--- src/sv/dttp_pkg.sv ---
`default_nettype none
// ----------------------------------------------------------------------------
// dttp_pkg
// shared constants, codes and the command word for the task picker
// ----------------------------------------------------------------------------
package dttp_pkg;

  // default configuration
  localparam int MaxTasks   = 32;
  localparam int PrioBits   = 8;
  localparam int QueueDepth = 2;

  // fixed field widths of the ports
  localparam int OpW     = 2;
  localparam int SlotW   = 5;
  localparam int InPrioW = 8;
  localparam int StatusW = 3;
  localparam int TicksW  = 9;

  // op codes
  localparam logic [OpW-1:0] OP_CREATE  = 2'd0;
  localparam logic [OpW-1:0] OP_SET     = 2'd1;
  localparam logic [OpW-1:0] OP_REQUEUE = 2'd2;
  localparam logic [OpW-1:0] OP_PICK    = 2'd3;

  // task status codes
  localparam logic [StatusW-1:0] ST_READY   = 3'd0;
  localparam logic [StatusW-1:0] ST_RUNNING = 3'd1;
  localparam logic [StatusW-1:0] ST_BLOCKED = 3'd2;
  localparam logic [StatusW-1:0] ST_WAITING = 3'd3;
  localparam logic [StatusW-1:0] ST_HANGING = 3'd4;
  localparam logic [StatusW-1:0] ST_DIED    = 3'd5;

  // classified command word passed from front to back
  typedef struct packed {
    logic [OpW-1:0]     op;
    logic [SlotW-1:0]   slot;
    logic               slot_ok;
    logic [InPrioW-1:0] prio;
    logic               coop;
    logic [StatusW-1:0] ns;
    logic               ns_ok;
  } cmd_t;

endpackage
`default_nettype wire

--- src/sv/dttp_front.sv ---
`default_nettype none
// ----------------------------------------------------------------------------
// dttp_front
// takes input words, checks slot and status range, holds one command
// ----------------------------------------------------------------------------
module dttp_front #(
  parameter int MAX_TASKS = dttp_pkg::MaxTasks
) (
  input  wire logic                          clk_i,
  input  wire logic                          rst_ni,
  input  wire logic                          in_valid_i,
  output logic                               in_ready_o,
  input  wire logic [dttp_pkg::OpW-1:0]      op_i,
  input  wire logic [dttp_pkg::SlotW-1:0]    slot_i,
  input  wire logic [dttp_pkg::InPrioW-1:0]  prio_i,
  input  wire logic                          coop_i,
  input  wire logic [dttp_pkg::StatusW-1:0]  new_status_i,
  output logic                               cmd_valid_o,
  input  wire logic                          cmd_ready_i,
  output dttp_pkg::cmd_t                     cmd_o
);

  logic           hold_valid_q, hold_valid_d;
  dttp_pkg::cmd_t hold_q;
  dttp_pkg::cmd_t cls;
  logic           in_acc;

  assign in_ready_o  = !hold_valid_q || cmd_ready_i;
  assign in_acc      = in_valid_i && in_ready_o;
  assign cmd_valid_o = hold_valid_q;
  assign cmd_o       = hold_q;

  always_comb begin
    cls.op      = op_i;
    cls.slot    = slot_i;
    cls.slot_ok = (32'(slot_i) < MAX_TASKS);
    cls.prio    = prio_i;
    cls.coop    = coop_i;
    cls.ns      = new_status_i;
    cls.ns_ok   = (new_status_i <= dttp_pkg::ST_DIED);
  end

  always_comb begin
    if (in_acc) begin
      hold_valid_d = 1'b1;
    end else if (cmd_ready_i) begin
      hold_valid_d = 1'b0;
    end else begin
      hold_valid_d = hold_valid_q;
    end
  end

  always_ff @(posedge clk_i or negedge rst_ni) begin
    if (!rst_ni) begin
      hold_valid_q <= 1'b0;
    end else begin
      hold_valid_q <= hold_valid_d;
    end
  end

  always_ff @(posedge clk_i) begin
    if (in_acc) begin
      hold_q <= cls;
    end
  end

endmodule
`default_nettype wire

--- src/sv/dttp_fifo.sv ---
`default_nettype none
// ----------------------------------------------------------------------------
// dttp_fifo
// short command queue between front and back
// ----------------------------------------------------------------------------
module dttp_fifo (
  input  wire logic           clk_i,
  input  wire logic           rst_ni,
  input  wire logic           push_valid_i,
  output logic                push_ready_o,
  input  wire dttp_pkg::cmd_t push_data_i,
  output logic                pop_valid_o,
  input  wire logic           pop_ready_i,
  output dttp_pkg::cmd_t      pop_data_o
);

  localparam int Depth = dttp_pkg::QueueDepth;
  localparam int PtrW  = (Depth > 1) ? $clog2(Depth) : 1;
  localparam int CntW  = $clog2(Depth + 1);

  dttp_pkg::cmd_t  mem_q [Depth];
  logic [PtrW-1:0] wr_ptr_q, wr_ptr_d, rd_ptr_q, rd_ptr_d;
  logic [CntW-1:0] cnt_q, cnt_d;
  logic            push, pop;

  assign push_ready_o = (cnt_q != CntW'(Depth));
  assign pop_valid_o  = (cnt_q != '0);
  assign pop_data_o   = mem_q[rd_ptr_q];
  assign push         = push_valid_i && push_ready_o;
  assign pop          = pop_valid_o && pop_ready_i;

  always_comb begin
    wr_ptr_d = wr_ptr_q;
    rd_ptr_d = rd_ptr_q;
    cnt_d    = cnt_q;
    if (push) begin
      wr_ptr_d = (wr_ptr_q == PtrW'(Depth - 1)) ? '0 : wr_ptr_q + 1'b1;
    end
    if (pop) begin
      rd_ptr_d = (rd_ptr_q == PtrW'(Depth - 1)) ? '0 : rd_ptr_q + 1'b1;
    end
    if (push && !pop) begin
      cnt_d = cnt_q + 1'b1;
    end else if (pop && !push) begin
      cnt_d = cnt_q - 1'b1;
    end
  end

  always_ff @(posedge clk_i or negedge rst_ni) begin
    if (!rst_ni) begin
      wr_ptr_q <= '0;
      rd_ptr_q <= '0;
      cnt_q    <= '0;
    end else begin
      wr_ptr_q <= wr_ptr_d;
      rd_ptr_q <= rd_ptr_d;
      cnt_q    <= cnt_d;
    end
  end

  always_ff @(posedge clk_i) begin
    if (push) begin
      mem_q[wr_ptr_q] <= push_data_i;
    end
  end

endmodule
`default_nettype wire

--- src/sv/dttp_back.sv ---
`default_nettype none
// ----------------------------------------------------------------------------
// dttp_back
// executes commands on the task table and drives the result register
// ----------------------------------------------------------------------------
module dttp_back #(
  parameter int MAX_TASKS = dttp_pkg::MaxTasks,
  parameter int PRIO_BITS = dttp_pkg::PrioBits
) (
  input  wire logic                         clk_i,
  input  wire logic                         rst_ni,
  input  wire logic                         cmd_valid_i,
  output logic                              cmd_ready_o,
  input  wire dttp_pkg::cmd_t               cmd_i,
  output logic                              out_valid_o,
  input  wire logic                         out_ready_i,
  output logic                              found_o,
  output logic [dttp_pkg::SlotW-1:0]        chosen_o,
  output logic [dttp_pkg::TicksW-1:0]       chosen_ticks_o
);

  localparam int CW   = PRIO_BITS + 1;
  localparam int IdxW = $clog2(MAX_TASKS);
  localparam int CntW = $clog2(MAX_TASKS + 1);
  localparam int StW  = dttp_pkg::StatusW;

  localparam logic [1:0] S_IDLE  = 2'd0;
  localparam logic [1:0] S_OP    = 2'd1;
  localparam logic [1:0] S_SWEEP = 2'd2;
  localparam logic [1:0] S_FIN   = 2'd3;

  // task table
  logic [StW-1:0]       state_mem  [MAX_TASKS];
  logic [CW-1:0]        credit_mem [MAX_TASKS];
  logic [PRIO_BITS-1:0] prio_mem   [MAX_TASKS];
  logic                 coop_mem   [MAX_TASKS];
  logic [MAX_TASKS-1:0] valid_q;

  logic [StW-1:0]       st_rd_q;
  logic [CW-1:0]        cr_rd_q;
  logic [PRIO_BITS-1:0] pr_rd_q;
  logic                 cp_rd_q;
  logic                 vld_rd_q;

  logic                 rd_en;
  logic [IdxW-1:0]      rd_addr;
  logic                 st_we, cr_we, pr_we;
  logic [IdxW-1:0]      st_wa, cr_wa, pr_wa;
  logic [StW-1:0]       st_wd;
  logic [CW-1:0]        cr_wd;
  logic [PRIO_BITS-1:0] pr_wd;
  logic                 cp_wd;

  // sequencer
  logic [1:0]           fsm_q, fsm_d;
  dttp_pkg::cmd_t       cmd_q, cmd_d;
  logic [CntW-1:0]      rd_cnt_q, rd_cnt_d;
  logic [IdxW-1:0]      pidx_q, pidx_d;
  logic                 have_q, have_d;
  logic [IdxW-1:0]      best_q, best_d;
  logic [CW-1:0]        best_cred_q, best_cred_d;

  logic                          res_found_q, res_found_d;
  logic [dttp_pkg::SlotW-1:0]    res_chosen_q, res_chosen_d;
  logic [dttp_pkg::TicksW-1:0]   res_ticks_q, res_ticks_d;

  logic                          out_valid_q, out_valid_d;
  logic                          out_found_q;
  logic [dttp_pkg::SlotW-1:0]    out_chosen_q;
  logic [dttp_pkg::TicksW-1:0]   out_ticks_q;
  logic                          out_load;

  // per-step values
  logic [StW-1:0]       eff_st;
  logic                 eff_coop;
  logic                 decay;
  logic [CW-1:0]        new_cr;
  logic                 take;
  logic                 ok;
  logic [CW-1:0]        op_ticks;
  logic [PRIO_BITS-1:0] pm;
  logic [IdxW-1:0]      k;

  assign eff_st   = vld_rd_q ? st_rd_q : dttp_pkg::ST_DIED;
  assign eff_coop = vld_rd_q && cp_rd_q;
  assign pm       = PRIO_BITS'(cmd_q.prio);
  assign k        = IdxW'(cmd_q.slot);

  assign out_valid_o    = out_valid_q;
  assign found_o        = out_found_q;
  assign chosen_o       = out_chosen_q;
  assign chosen_ticks_o = out_ticks_q;

  always_comb begin
    fsm_d        = fsm_q;
    cmd_d        = cmd_q;
    rd_cnt_d     = rd_cnt_q;
    pidx_d       = pidx_q;
    have_d       = have_q;
    best_d       = best_q;
    best_cred_d  = best_cred_q;
    res_found_d  = res_found_q;
    res_chosen_d = res_chosen_q;
    res_ticks_d  = res_ticks_q;
    cmd_ready_o  = 1'b0;
    rd_en        = 1'b0;
    rd_addr      = '0;
    st_we        = 1'b0;
    st_wa        = k;
    st_wd        = dttp_pkg::ST_READY;
    cr_we        = 1'b0;
    cr_wa        = k;
    cr_wd        = CW'(pm);
    pr_we        = 1'b0;
    pr_wa        = k;
    pr_wd        = pm;
    cp_wd        = cmd_q.coop;
    out_load     = 1'b0;
    ok           = 1'b0;
    op_ticks     = '0;
    // decay and ready compare for the entry in the read register
    decay  = (eff_st != dttp_pkg::ST_DIED) &&
             (eff_st == dttp_pkg::ST_BLOCKED || eff_st == dttp_pkg::ST_WAITING ||
              eff_st == dttp_pkg::ST_HANGING || eff_coop);
    new_cr = decay ? CW'(CW'(cr_rd_q >> 1) + CW'(pr_rd_q)) : cr_rd_q;
    take   = (eff_st == dttp_pkg::ST_READY) && (!have_q || new_cr > best_cred_q);

    unique case (fsm_q)
      S_IDLE: begin
        cmd_ready_o = 1'b1;
        if (cmd_valid_i) begin
          cmd_d = cmd_i;
          if (cmd_i.op == dttp_pkg::OP_PICK) begin
            rd_en       = 1'b1;
            rd_addr     = '0;
            rd_cnt_d    = CntW'(1);
            pidx_d      = '0;
            have_d      = 1'b0;
            best_d      = '0;
            best_cred_d = '0;
            fsm_d       = S_SWEEP;
          end else if (!cmd_i.slot_ok) begin
            res_found_d  = 1'b0;
            res_chosen_d = cmd_i.slot;
            res_ticks_d  = '0;
            fsm_d        = S_FIN;
          end else begin
            rd_en   = 1'b1;
            rd_addr = IdxW'(cmd_i.slot);
            fsm_d   = S_OP;
          end
        end
      end
      S_OP: begin
        unique case (cmd_q.op)
          dttp_pkg::OP_CREATE: begin
            if (eff_st == dttp_pkg::ST_DIED) begin
              ok       = 1'b1;
              st_we    = 1'b1;
              st_wd    = dttp_pkg::ST_READY;
              cr_we    = 1'b1;
              cr_wd    = CW'(pm);
              pr_we    = 1'b1;
              op_ticks = CW'(pm);
            end
          end
          dttp_pkg::OP_SET: begin
            if (eff_st != dttp_pkg::ST_DIED && cmd_q.ns_ok) begin
              ok       = 1'b1;
              st_we    = 1'b1;
              st_wd    = cmd_q.ns;
              op_ticks = (cmd_q.ns == dttp_pkg::ST_DIED) ? '0 : cr_rd_q;
            end
          end
          dttp_pkg::OP_REQUEUE: begin
            if (eff_st != dttp_pkg::ST_DIED) begin
              ok       = 1'b1;
              st_we    = 1'b1;
              st_wd    = dttp_pkg::ST_READY;
              cr_we    = 1'b1;
              cr_wd    = CW'(pr_rd_q);
              op_ticks = CW'(pr_rd_q);
            end
          end
          default: begin
            ok = 1'b0;
          end
        endcase
        res_found_d  = ok;
        res_chosen_d = cmd_q.slot;
        res_ticks_d  = dttp_pkg::TicksW'(op_ticks);
        fsm_d        = S_FIN;
      end
      S_SWEEP: begin
        // read slot n while slot n-1 is updated and compared
        if (rd_cnt_q != CntW'(MAX_TASKS)) begin
          rd_en    = 1'b1;
          rd_addr  = rd_cnt_q[IdxW-1:0];
          pidx_d   = rd_cnt_q[IdxW-1:0];
          rd_cnt_d = rd_cnt_q + 1'b1;
        end
        cr_we = decay;
        cr_wa = pidx_q;
        cr_wd = new_cr;
        if (take) begin
          have_d      = 1'b1;
          best_d      = pidx_q;
          best_cred_d = new_cr;
        end
        if (pidx_q == IdxW'(MAX_TASKS - 1)) begin
          if (have_d) begin
            st_we = 1'b1;
            st_wa = best_d;
            st_wd = dttp_pkg::ST_RUNNING;
          end
          res_found_d  = have_d;
          res_chosen_d = dttp_pkg::SlotW'(best_d);
          res_ticks_d  = dttp_pkg::TicksW'(best_cred_d);
          fsm_d        = S_FIN;
        end
      end
      S_FIN: begin
        if (!out_valid_q || out_ready_i) begin
          out_load = 1'b1;
          fsm_d    = S_IDLE;
        end
      end
      default: begin
        fsm_d = S_IDLE;
      end
    endcase
  end

  always_comb begin
    if (out_load) begin
      out_valid_d = 1'b1;
    end else if (out_ready_i) begin
      out_valid_d = 1'b0;
    end else begin
      out_valid_d = out_valid_q;
    end
  end

  always_ff @(posedge clk_i or negedge rst_ni) begin
    if (!rst_ni) begin
      fsm_q       <= S_IDLE;
      out_valid_q <= 1'b0;
      valid_q     <= '0;
    end else begin
      fsm_q       <= fsm_d;
      out_valid_q <= out_valid_d;
      if (st_we) begin
        valid_q[st_wa] <= 1'b1;
      end
    end
  end

  always_ff @(posedge clk_i) begin
    cmd_q        <= cmd_d;
    rd_cnt_q     <= rd_cnt_d;
    pidx_q       <= pidx_d;
    have_q       <= have_d;
    best_q       <= best_d;
    best_cred_q  <= best_cred_d;
    res_found_q  <= res_found_d;
    res_chosen_q <= res_chosen_d;
    res_ticks_q  <= res_ticks_d;
    if (out_load) begin
      out_found_q  <= res_found_q;
      out_chosen_q <= res_chosen_q;
      out_ticks_q  <= res_ticks_q;
    end
  end

  // table memories, registered read
  always_ff @(posedge clk_i) begin
    if (rd_en) begin
      st_rd_q  <= state_mem[rd_addr];
      cr_rd_q  <= credit_mem[rd_addr];
      pr_rd_q  <= prio_mem[rd_addr];
      cp_rd_q  <= coop_mem[rd_addr];
      vld_rd_q <= valid_q[rd_addr];
    end
  end

  always_ff @(posedge clk_i) begin
    if (st_we) begin
      state_mem[st_wa] <= st_wd;
    end
    if (cr_we) begin
      credit_mem[cr_wa] <= cr_wd;
    end
    if (pr_we) begin
      prio_mem[pr_wa] <= pr_wd;
      coop_mem[pr_wa] <= cp_wd;
    end
  end

endmodule
`default_nettype wire

--- src/sv/decaying_tick_task_picker_core.sv ---
`default_nettype none
// ----------------------------------------------------------------------------
// decaying_tick_task_picker_core
// task slot table with credit decay and pick of the best ready task
// ----------------------------------------------------------------------------
// usage
//   input channel (in_valid_i / in_ready_o) carries one command word: create,
//   set status, requeue after slice, or pick next
//   output channel (out_valid_o / out_ready_i) returns one result word per
//   command: found, chosen slot and its tick credit
// path of a command
//   a word passes a front register and a two-entry queue, then the back
//   sequencer; create, set status and requeue each pass the back end's
//   read, update and result steps, and a pick sweeps every slot, one slot
//   per cycle through the single read port of the task table, before its
//   result step; the result word is then loaded into the output register
//   that drives out_valid_o
// reset
//   all slots read as died (free); no clearing pass, per-slot valid bits
// receiver stall
//   a finished result waits in the output register; the back end holds its
//   next result, the queue and front register keep taking words until full
// ----------------------------------------------------------------------------
module decaying_tick_task_picker_core #(
  parameter int MAX_TASKS = dttp_pkg::MaxTasks,
  parameter int PRIO_BITS = dttp_pkg::PrioBits
) (
  input  wire logic                          clk_i,
  input  wire logic                          rst_ni,
  // command words
  input  wire logic                          in_valid_i,
  output logic                               in_ready_o,
  input  wire logic [dttp_pkg::OpW-1:0]      op_i,
  input  wire logic [dttp_pkg::SlotW-1:0]    slot_i,
  input  wire logic [dttp_pkg::InPrioW-1:0]  prio_i,
  input  wire logic                          coop_i,
  input  wire logic [dttp_pkg::StatusW-1:0]  new_status_i,
  // result words
  output logic                               out_valid_o,
  input  wire logic                          out_ready_i,
  output logic                               found_o,
  output logic [dttp_pkg::SlotW-1:0]         chosen_o,
  output logic [dttp_pkg::TicksW-1:0]        chosen_ticks_o
);

  // front to queue
  logic           f_valid, f_ready;
  dttp_pkg::cmd_t f_cmd;
  // queue to back
  logic           q_valid, q_ready;
  dttp_pkg::cmd_t q_cmd;

  // front: range checks on slot and status, one holding register
  dttp_front #(
    .MAX_TASKS (MAX_TASKS)
  ) u_front (
    .clk_i        (clk_i),
    .rst_ni       (rst_ni),
    .in_valid_i   (in_valid_i),
    .in_ready_o   (in_ready_o),
    .op_i         (op_i),
    .slot_i       (slot_i),
    .prio_i       (prio_i),
    .coop_i       (coop_i),
    .new_status_i (new_status_i),
    .cmd_valid_o  (f_valid),
    .cmd_ready_i  (f_ready),
    .cmd_o        (f_cmd)
  );

  // decoupling queue, lets the front keep taking words during a pick sweep
  dttp_fifo u_fifo (
    .clk_i        (clk_i),
    .rst_ni       (rst_ni),
    .push_valid_i (f_valid),
    .push_ready_o (f_ready),
    .push_data_i  (f_cmd),
    .pop_valid_o  (q_valid),
    .pop_ready_i  (q_ready),
    .pop_data_o   (q_cmd)
  );

  // back: table memories, slot op sequencer and pick sweep
  dttp_back #(
    .MAX_TASKS (MAX_TASKS),
    .PRIO_BITS (PRIO_BITS)
  ) u_back (
    .clk_i          (clk_i),
    .rst_ni         (rst_ni),
    .cmd_valid_i    (q_valid),
    .cmd_ready_o    (q_ready),
    .cmd_i          (q_cmd),
    .out_valid_o    (out_valid_o),
    .out_ready_i    (out_ready_i),
    .found_o        (found_o),
    .chosen_o       (chosen_o),
    .chosen_ticks_o (chosen_ticks_o)
  );

endmodule
`default_nettype wire
--- config.mk ---
export PLATFORM = sky130hd
export DESIGN_NAME = decaying_tick_task_picker_core
export DESIGN_NICKNAME = d
export VERILOG_FILES = /design/src/sv/dttp_pkg.sv /design/src/sv/dttp_front.sv /design/src/sv/dttp_fifo.sv /design/src/sv/dttp_back.sv /design/src/sv/decaying_tick_task_picker_core.sv
export SDC_FILE = /design/constraint.sdc
export NUM_CORES = 1
export LEC_CHECK = 0
export BUFFER_PORTS_ARGS = -buffer_cell sky130_fd_sc_hd__clkbuf_2
export CORE_ASPECT_RATIO = 0.8
export CORE_MARGIN = 3
export CORE_UTILIZATION = 38
export CTS_BUF_LIST = sky130_fd_sc_hd__clkbuf_16
export DETAILED_ROUTE_END_ITERATION = 8
export SYNTH_ARGS = -nofsm -noshare
export SYNTH_HDL_FRONTEND = slang
export SYNTH_SLANG_ARGS = --single-unit
export TNS_END_PERCENT = 30
--- constraint.sdc ---
create_clock -name clk_i -period 12.6 [get_ports clk_i]
set_input_delay 1.26 -clock clk_i [delete_from_list [all_inputs] [get_ports clk_i]]
set_output_delay 1.26 -clock clk_i [all_outputs]
set_load 0.05 [all_outputs]
# Yosys cells after proc, flatten, opt, wreduce, memory -nomap -nowiden
# Memory sizes are Yosys's and may differ from the RTL's. A register that Yosys moved wholly into a read port is not among the register bits.
# Cells that the tools add are included.
[totals]
mem_bits_rw = 712
ff_bits = 137
latchBits = 0
memories = 5
output_inout_bits = 17
mem_bits_ro = 0
in_bits = 23
wordCells = 208
[op_classes]
eq_ne = 22
mul = 0
n_div = 0
bitwise = 1
n_mux = 103
shift = 0
addsub = 6
reduce_logical = 35
order_cmp = 5
[memory_table]
columns = ["name", "words", "word_bits", "read_ports", "rd_clocked_by_memory_dff", "write_ports", "line_no", "source"]
rows = [
  ["u_back.credit_mem", 32, 9, 1, 1, 1, "dttp_back.sv:34", "logic [CW-1:0] credit_mem [MAX_TASKS];"],
  ["u_back.prio_mem", 32, 8, 1, 1, 1, "dttp_back.sv:35", "logic [PRIO_BITS-1:0] prio_mem [MAX_TASKS];"],
  ["u_back.state_mem", 32, 3, 1, 1, 1, "dttp_back.sv:33", "logic [StW-1:0] state_mem [MAX_TASKS];"],
  ["u_fifo.mem_q", 2, 20, 1, 0, 1, "dttp_fifo.sv:21", "dttp_pkg::cmd_t mem_q [Depth];"],
  ["u_back.coop_mem", 32, 1, 1, 1, 1, "dttp_back.sv:36", "logic coop_mem [MAX_TASKS];"],
]
[ops]
columns = ["op", "count"]
rows = [
  ["2-to-1 mux 9 bit", 11],
  ["2-to-1 mux 5 bit", 16],
  ["one-hot mux 9 bit (3 select lines)", 2],
  ["2-to-1 mux 1 bit", 39],
  ["one-hot mux 9 bit (2 select lines)", 2],
  ["bitwise OR 32 bit", 1],
  ["one-hot mux 5 bit (2 select lines)", 3],
  ["2-to-1 mux 8 bit", 3],
  ["2-to-1 mux 6 bit", 3],
  ["one-hot mux 5 bit (3 select lines)", 1],
  ["2-to-1 mux 2 bit", 7],
  ["< comparator 5 x 6 -> 1 bit, second input constant", 2],
  ["2-to-1 mux 3 bit", 4],
  ["one-hot mux 6 bit (2 select lines)", 1],
  ["logical AND 1 bit", 10],
  ["one-hot mux 1 bit (2 select lines)", 5],
  ["nonzero test 2 bit", 5],
  ["adder 8 x 8 -> 9 bit", 1],
  ["== test 3 bit, second input constant", 3],
  ["greater-than comparator 9 bit", 1],
  ["== test 2 bit, second input constant", 4],
  ["inequality test 2 x 1 -> 1 bit, second input constant", 4],
  ["inequality test 2 bit, second input constant", 4],
  ["one-hot mux 2 bit (4 select lines)", 1],
  ["other kinds (24)", 39],
]

# Longest topological paths before layout
# Gate-level depths: netlist of run 1.
[logic_depth]
word_depth = 20
mapped_depth = 20
mapped_depth_nobuf = 17

# Hierarchy
# Synthesis of run 1 repeated with hierarchy kept, for this count alone.
[hier_totals]
hier_cells = 2410
hier_area_um2 = 35037.4
[by_module_without_submodules]
columns = ["mod", "area_each_um2", "n_inst", "seq_area_each_um2", "cells_per_inst"]
rows = [
  ["dttp_back", 32636.3, 1, 23998.0, 2300],
  ["dttp_fifo", 1731.7, 1, 1361.3, 83],
  ["dttp_front", 669.4, 1, 625.6, 27],
]

# Worst setup path before layout of run 1
# No wires, ideal clock.
[synth_path]
path_type = "register to register"
start = "register u_back.pr_rd_q[0] (read register of u_back.prio_mem)"
end = "memory u_back.state_mem[10][0] (netlist bit), enable pin"
t_arrival_ns = 4.051
path_slack_ns = 8.177
path_buffers = 2
setup_ns = 0.371
path_stages_with_launch = 20
required_time_ns = 12.229
period_less_slack_ns = 4.423
cell_sequence = "edfxtp_1 > ha_1 > fa_1 > a21o_1 > a21oi_1 > o21bai_1 > a21oi_1 > xor2_1 > mux2_2 > inv_1 > ha_1 > nand2_1 > nor2_1 > o211ai_1 > a21o_1 > buf_6 > mux2i_4 > o21a_4 > buf_2 > nor4_1"
[synth_between]
elab_chain_cells = 12
word_cells_on_any_way = 16
cone_classes = "add/sub (1); order compare (1); mux (12); reduce/logical (2)"
[synth_lines]
columns = ["item", "line_no", "source"]
rows = [
  ["start, declared", "dttp_back.sv:41", "logic [PRIO_BITS-1:0] pr_rd_q;"],
  ["adder 8 x 8 -> 9 bit *", "dttp_back.sv:125", "new_cr = decay ? CW'(CW'(cr_rd_q >> 1) + CW'(pr_rd_q)) : cr_rd_q;"],
  ["2-to-1 mux 9 bit *", "dttp_back.sv:125", ""],
  ["greater-than comparator 9 bit *", "dttp_back.sv:126", "take = (eff_st == dttp_pkg::ST_READY) && (!have_q || new_cr > best_cred_q);"],
  ["logical OR 1 bit *", "dttp_back.sv:126", ""],
  ["logical AND 1 bit *", "dttp_back.sv:126", ""],
  ["2-to-1 mux 1 bit", "dttp_back.sv:205", "if (take) begin"],
  ["2-to-1 mux 1 bit", "dttp_back.sv:128", "unique case (fsm_q)"],
  ["2-to-1 mux 1 bit", "dttp_back.sv:211", "if (have_d) begin"],
  ["2-to-1 mux 1 bit", "dttp_back.sv:210", "if (pidx_q == IdxW'(MAX_TASKS - 1)) begin"],
  ["one-hot mux 1 bit (2 select lines)", "dttp_back.sv:128", ""],
  ["2-to-1 mux 1 bit", "dttp_back.sv:287", "if (st_we) begin"],
  ["2-to-1 mux 1 bit (not written as such)", "dttp_back.sv:288", "state_mem[st_wa] <= st_wd;"],
  ["end, declared", "dttp_back.sv:33", ""],
]
# Every way passes the cells marked *; elsewhere a longest branch is shown, timed or not. The select of a mux whose other input is x is not followed.

# Worst setup path in the final report of run 1
[layout_path]
start = "register u_back.pr_rd_q[0] (read register of u_back.prio_mem)"
end = "memory u_back.state_mem[27][1] (netlist bit), enable pin"
# Same word-level chain as after synthesis.

==> results.txt, run 1 <==
Status - complete, no violations
Clk_skew - 0.0339 ns
Synthesis-to-finish area growth - 11.8%
CP required - 12.94 ns
Synthesized flop and latch total - 870
CP max FO - 17
CTS buffer count - 86
Post-Place Cell Area - 37,900 sq um
WL/cell - 23.9 microns
Max Root-Sink Buffers - 3
Setup bufs post-CTS - 0
WP data arrival - 5.93 ns
Number of synthesized flops with an enable pin - 830
Sw Ratio - 39.7%
Post-cts sizing count - 0
Clock Latency Late Sink - 0.66 ns
Crit end category - flop
Highest Clock Rate - 179 MHz
Placed Cells - 3,831
Largest net degree at the start of global routing - 185
CTS tree - yes
Slowest-stage cell, CP - a32oi_2
Slew @ Worst Pin - 1.30 ns
Maximum vdd ir drop - 0.000222 V
Hold Buf Count CTS - 0
Reg clk slew, reported paths - 0.06 ns
Gr ovfl total - 0
Syn nets - 2,698
Total GRT Usage - 18.7%
First-pass GRT wire length - 143 mm
N_diodes - 0
Detail Placement HPWL - 58.0 mm
Average size of a mapped cell - 13.8 sq um
# IOs - 40
# clock sinks - 870
DIE WIDTH - 352 microns
Row cnt - 100
Root buf cell - clkbuf_16
GR Util met1 - 27.2%
Internal - 0.00652 W
Non-Filler Instances - 3,989
Leakage power - 13.7 nW
Asr flop ratio synth - 4.60%
Mapped Cells - 2,649
Drt first pass iters - 5
Pwr Density - 265 nW/um^2
Most prevalent standard cell on the critical path - a21oi_1
Final period util - 44.4%
Seq/Total Area, Yosys - 71.1%
Nets - 2,693
Netlist Area Pre-Place - 36,500 sq um
Core Box Area - 94,100 sq um
Slew margin rel. - 13.2%
Max_cap viols - 0
Vias - 22,900
Post-route minimum period - 5.60 ns
Vias in the first global route - 22,200
RSZ-0062 raised after global routing - false
Final antenna-violating net count - 0
Clock power share - 23.8%
Flop pwr share - 38.5%
Met2 usage - 28.0%
CTS H-tree lvls - 3
DRC Markers - 0
Dominant synthesized flop cell - edfxtp_1
Post-synth cell types - 89
Cell area after layout - 40,800 sq um
Layout cell share with drive strength beyond 1 - 11.2%
Combinational share of power - 37.8%
Critical Path Source Type - flop
Die area - 99,800 sq um
GR Util met3 - 4.22%
Total negative slack - 0 ns
Slowest Stage Delay on Critical Path - 0.93 ns
Antenna violations before repair - 2
Critical path, cell by cell - ha_1, fa_1, a21o_1, a21oi_1, o21bai_1, a21oi_1, xor2_1, mux2_2, inv_1, ha_1, a21oi_1, o2111ai_1, a21oi_1, a21o_1, buf_4, mux2_2, a32oi_2, nor4_1
Routed WL - 95.5 mm
Sw power - 0.00429 W
Final Slew Violations - 0
# fillers - 8,429
Die height - 283 microns
Final setup vio count - 0
Vias per Instance - 5.74
Final Hold Viols - 0
Synth warnings - 0
Critical path class - reg -> reg
Iteration-0 DRC Markers - 2,503
Port buffer count - 39
Initial core utilization - 38.8%
Most used routing layer in global routing - met2
GPL Wtd Cong - 0.842
Min-delay worst type - reg -> reg
cells in the mapped netlist, types with 26 or more instances:
master / n / area (sq um)
nand2_1: 429 / 1610
nor2_1: 116 / 435
dfrtp_1: 40 / 1000
buf_2: 66 / 330
mux2_2: 29 / 327
nand4_1: 26 / 163
o21ai_0: 64 / 320
and3_1: 110 / 688
mux2i_1: 30 / 300
nand3_1: 101 / 505
edfxtp_1: 830 / 24900
inv_1: 62 / 233
nor2b_1: 27 / 169
a211oi_1: 156 / 1170
a21oi_1: 33 / 165
clkbuf_1: 94 / 353
a311oi_1: 83 / 727
routing by layer:
layer	vias up	routed length (microns)
met1	11500	42900
met5	-	0
met4	0	2330
met3	165	8270
li1	10200	-
met2	971	42000
state kept, by name, indices dropped and copies added, names as in the netlist, 3 cells and up:
name	flops
u_back.valid_q	32
u_back.prio_mem	256
u_front.cmd_o	20
u_back.pidx_q	5
u_back.best_cred_q	9
u_back.st_rd_q	3
u_back.res_chosen_q	5
u_back.res_ticks_q	9
u_back.k	5
u_back.pr_rd_q	8
u_back.rd_cnt_q	6
u_back.chosen_o	5
u_back.cr_rd_q	9
u_back.chosen_ticks_o	9
u_fifo.mem_q	40
u_back.coop_mem	32
u_back.credit_mem	288
u_back.cmd_q	6
u_back.best_q	5
u_back.pm	8
u_back.state_mem	96
worst max-delay path, delay by kind of cell, from the launching register on:
family / cells / cell delay, ns
and+or+nand+nor: 1 / 0.25
buffers and inverters: 2 / 0.36
adders and majority gates: 3 / 0.95
AOI/OAI and AO/OA: 9 / 2.31
xor gates and xnor gates: 1 / 0.31
muxes: 2 / 0.66
DFF: 1 / 0.42
power by group through the flow:
stage	registers [W]	clock network, W	logic, W
6_report	0.00416	0.00257	0.00409
5_1_grt	0.00418	0.00273	0.00441
3_3_place_gp	0.00420	0	0.00395
2_1_floorplan	0.00424	0	0.00251
3_5_place_dp	0.00421	0	0.00405
4_1_cts	0.00415	0.00262	0.00406
cell usage in the layout, fill, tap and decap left out, types with 20 or more instances in the layout:
| cell | netlist | routed |
|---|---|---|
| nor2b_1 | 27 | 26 |
| nand3_1 | 101 | 101 |
| nand4_1 | 26 | 26 |
| ha_1 | 25 | 25 |
| inv_1 | 62 | 78 |
| a311oi_1 | 83 | 83 |
| mux2i_1 | 30 | 30 |
| a32oi_1 | 20 | 20 |
| clkbuf_2 | 0 | 39 |
| o21ai_0 | 64 | 63 |
| and3_1 | 110 | 110 |
| mux2_2 | 29 | 29 |
| dfrtp_1 | 40 | 40 |
| clkbuf_16 | 0 | 88 |
| nor2_1 | 116 | 113 |
| nand2_1 | 429 | 428 |
| a31oi_1 | 25 | 25 |
| nor3_1 | 21 | 20 |
| buf_4 | 15 | 58 |
| edfxtp_1 | 830 | 830 |
| a21oi_1 | 33 | 33 |
| a211oi_1 | 156 | 155 |
final cells by class:
type	instances	area, sq um	share of cell area [%]
clock buffers	88	2200	5.40
clock inverters	70	632	1.55
inverters	63	239	0.586
multi-input cells	1524	9510	23.3
flip-flops and latches	870	25900	63.6
well taps	1275	1600	3.91
repair buffers	99	671	1.64
worst paths after layout:
path                            cells past startpoint  slack, ns                      end               from
worst max register to register                     18       7.00  u_back.state_mem[27][1]  u_back.pr_rd_q[0]
min in group asynchronous                           1       0.82       u_back.valid_q[11]             rst_ni
worst max-delay path                               18       7.00  u_back.state_mem[27][1]  u_back.pr_rd_q[0]
worst min-delay path                                0       0.42      u_fifo.mem_q[0][11]  u_front.cmd_o[11]
max in group asynchronous                           1      11.05       u_back.valid_q[29]             rst_ni
worst min register to register                      0       0.42      u_fifo.mem_q[0][11]  u_front.cmd_o[11]
kinds of logic (layout without fill, tap and decap cells):
logic type                 count (synthesis)  in the layout  share of synthesized area (%)
AOI/OAI and AO/OA                        534            534                           11.3
and+or+nand+nor                          886            886                           11.2
DFF                                      870            870                           71.1
xor gates and xnor gates                  16             16                          0.384
muxes                                     62             62                           1.90
adders and majority gates                 26             26                          0.912
buffers and inverters                    255            320                           3.20
through the flow:
| step | total power, W | hold WS, ns | worst slack [ns] | utilization [%] |
|---|---|---|---|---|
| global route | 0.0113 | 0.428 | 6.76 | 43.3 |
| finish | 0.0108 | 0.417 | 7.00 | 43.3 |
| CTS | 0.0108 | 0.420 | 7.06 | 43.3 |
| detailed placement | 0.00826 | 0.405 | 7.04 | 40.3 |
| global placement | 0.00815 | 0.401 | 7.00 | 40.3 |
| floorplan | 0.00675 | 0.400 | 8.18 | - |
No activity file was read; power rests on OpenSTA's default activity.
==> inputs of run 2 (changes only) <==
clock period = 5 ns   (was 12.6 ns; I/O delays follow)
==> results.txt, run 2 (synthesis gave the netlist of run 1 again) <==
Total GRT Usage - 19.2% (+0.49 points)
CTS tree - yes
Final Slew Violations - 0 (unchanged)
Detail Placement HPWL - 61.0 mm (+5.1%)
Final setup vio count - 0 (unchanged)
Placed Cells - 3,917 (+2.2%)
Most frequent cells in the layout - edfxtp_1 (830), nand2_1 (428), a211oi_1 (155), buf_4 (137), nor2_1 (114)
Highest Clock Rate - 206 MHz (+15%)
Port buffer count - 39 (unchanged)
Root buf cell - clkbuf_16
Pre-CTS setup slack - 0.00331 ns (-7.03 ns)
# clock sinks - 870 (unchanged)
# fillers - 8,387 (-0.50%)
Multi-input gate area - 9590 sq um (+0.87%)
WP data arrival - 5.17 ns (-0.76 ns)
# IOs - 40 (unchanged)
DIE WIDTH - 352 microns (unchanged)
Min-delay worst type - in -> async
Core Box Area - 94,100 sq um (unchanged)
Final period util - 97.2% (+53 points)
Max Root-Sink Buffers - 3 (unchanged)
Post-route minimum period - 4.86 ns (-0.739 ns)
Total negative slack - 0 ns (unchanged)
Register bank with the most flops - u_back.credit_mem
CP required - 5.31 ns (-7.63 ns)
Top flop regs - u_back.credit_mem x288, u_back.prio_mem x256, u_back.state_mem x96
Critical path class - reg -> reg
First-pass GRT wire length - 146 mm (+2.0%)
Status - complete, no violations
Vias in the first global route - 22,500 (+1.1%)
Antenna violations before repair - 2 (unchanged)
Die height - 283 microns (unchanged)
Slew @ Worst Pin - 1.43 ns (+0.131 ns)
Routed WL - 97.9 mm (+2.5%)
Max_cap viols - 0 (unchanged)
FF+latch area - 25,900 sq um (unchanged)
Crit end category - flop
RR Startpoint - u_back.pr_rd_q[0]
Gr ovfl total - 0 (unchanged)
Nets - 2,796 (+3.8%)
Row cnt - 100 (unchanged)
Leakage power - 14.2 nW (+4.1%)
Critical path startpoint - u_back.pr_rd_q[0]
GPL Wtd Cong - 0.862 (+2.3%)
Commonest non-fill, non-tap cell in the layout - edfxtp_1
Synthesis-to-finish area growth - 14.4%
Drt first pass iters - 8 (+3)
DRC Markers - 0 (unchanged)
Layout cell share with drive strength beyond 1 - 14.0% (+2.8 points)
Maximum vdd ir drop - 0.000508 V (+130%)
Clk_skew - 0.0284 ns (-0.00552 ns)
Reg clk slew, reported paths - 0.06 ns (about the same)
Final antenna-violating net count - 0 (unchanged)
Die area - 99,800 sq um (unchanged)
Vias per Instance - 5.68 (-0.91%)
Clock Latency Late Sink - 0.67 ns (about the same)
Slew margin rel. - 4.05% (-9.1 points)
Initial core utilization - 38.8% (unchanged)
CTS buffer count - 86 (unchanged)
RSZ-0062 raised after global routing - true
CP max FO - 16 (-1)
Final Hold Viols - 0 (unchanged)
CTS H-tree lvls - 3 (unchanged)
Non-Filler Instances - 4,091 (+2.6%)
Critical Path Source Type - flop
Iteration-0 DRC Markers - 3,026 (+21%)
Max reg flops - 288 (unchanged)
WL/cell - 23.9 microns (about the same)
N_diodes - 0 (unchanged)
Vias - 23,300 (+1.6%)
Largest net degree at the start of global routing - 124 (-33%)
Worst setup margin - 0.142 ns (-6.86 ns)
Pwr Density - 669 nW/um^2 (+150%)
## run 2: changes by cell type in the layout (fill, tap and decap cells not counted), moves of 4 or more
cell / delta
buf_12: +9
buf_4: +79
clkinv_2: -10
dlygate4sd3_1: +13
inv_1: +10
nor3_1: -8
nor3_2: +8
nor4_1: -4
## run 2: timing repair
item	4_1_cts	5_1_grt
endpoints found under the hold margin	13	0
gates resized for setup	2	16
setup buffers	0	4
cloned	0	0
setup endpoints to repair	19	103
hold buffers	13	0
pin swaps	0	1
## run 2: path summary, 6_finish.rpt
kind / to / depth (start not counted) / slack (ns)
max: u_back.state_mem[17][1] / 18 / 0.14
min reg2reg: u_back.chosen_o[1] / 0 / 0.42
max in group asynchronous: u_fifo.cnt_q[0] / 1 / 4.30
max reg2reg: u_back.state_mem[17][1] / 18 / 0.14
min in group clk_i: u_front.cmd_o[15] / 1 / 0.04
min: u_back.valid_q[26] / 1 / 0.03
## run 2: where the power goes
part	switching [W]	internal, W	leakage (nW)	total (W)
clock	0.00280	0.00361	1.45	0.00641
sequential	0.000518	0.00998	8.20	0.0105
combinational	0.00791	0.00310	4.58	0.0110
## run 2: cell type report
cell class / instances / share of cell area, %
clock buffers: 87 / 5.22
inverters: 63 / 0.573
clock inverters: 70 / 1.47
well taps: 1275 / 3.82
multi-input cells: 1524 / 23.0
flip-flops and latches: 870 / 62.1
repair buffers: 202 / 3.82
## run 2: through the flow
step | cell area, sq um | utilization [%] | hold WS (ns) | power, W
2_1_floorplan | 36500 | - | 0.204 | 0.0170
3_3_place_gp | 38700 | 41.1 | 0.401 | 0.0212
3_5_place_dp | 38700 | 41.1 | 0.406 | 0.0215
4_1_cts | 41600 | 44.2 | 0.00102 | 0.0279
5_1_grt | 41700 | 44.4 | 0.00167 | 0.0292
6_report | 41700 | 44.4 | 0.0347 | 0.0279
## run 2: worst max-delay path, stage by stage, from the launching register on
cell       delay [ns]
edfxtp_1         0.42
ha_1             0.25
fa_1             0.42
a21o_1           0.19
a21oi_1          0.24
o21bai_1         0.11
a21oi_2          0.18
xor2_1           0.19
mux2_2           0.20
inv_1            0.05
ha_1             0.29
a21oi_1          0.13
o2111ai_1        0.14
a21oi_1          0.19
a21o_1           0.21
buf_12           0.18
mux2i_4          0.38
o211ai_4         0.28
nor3_1           0.45
## run 2: layer usage
metal / vias up / track usage, % / wire length (microns)
met2: 995 / 29.0 / 43900
met5: - / 0 / 0
met1: 11700 / 28.0 / 42800
met3: 151 / 3.94 / 8810
li1: 10400 / - / -
met4: 0 / 5.22 / 2350
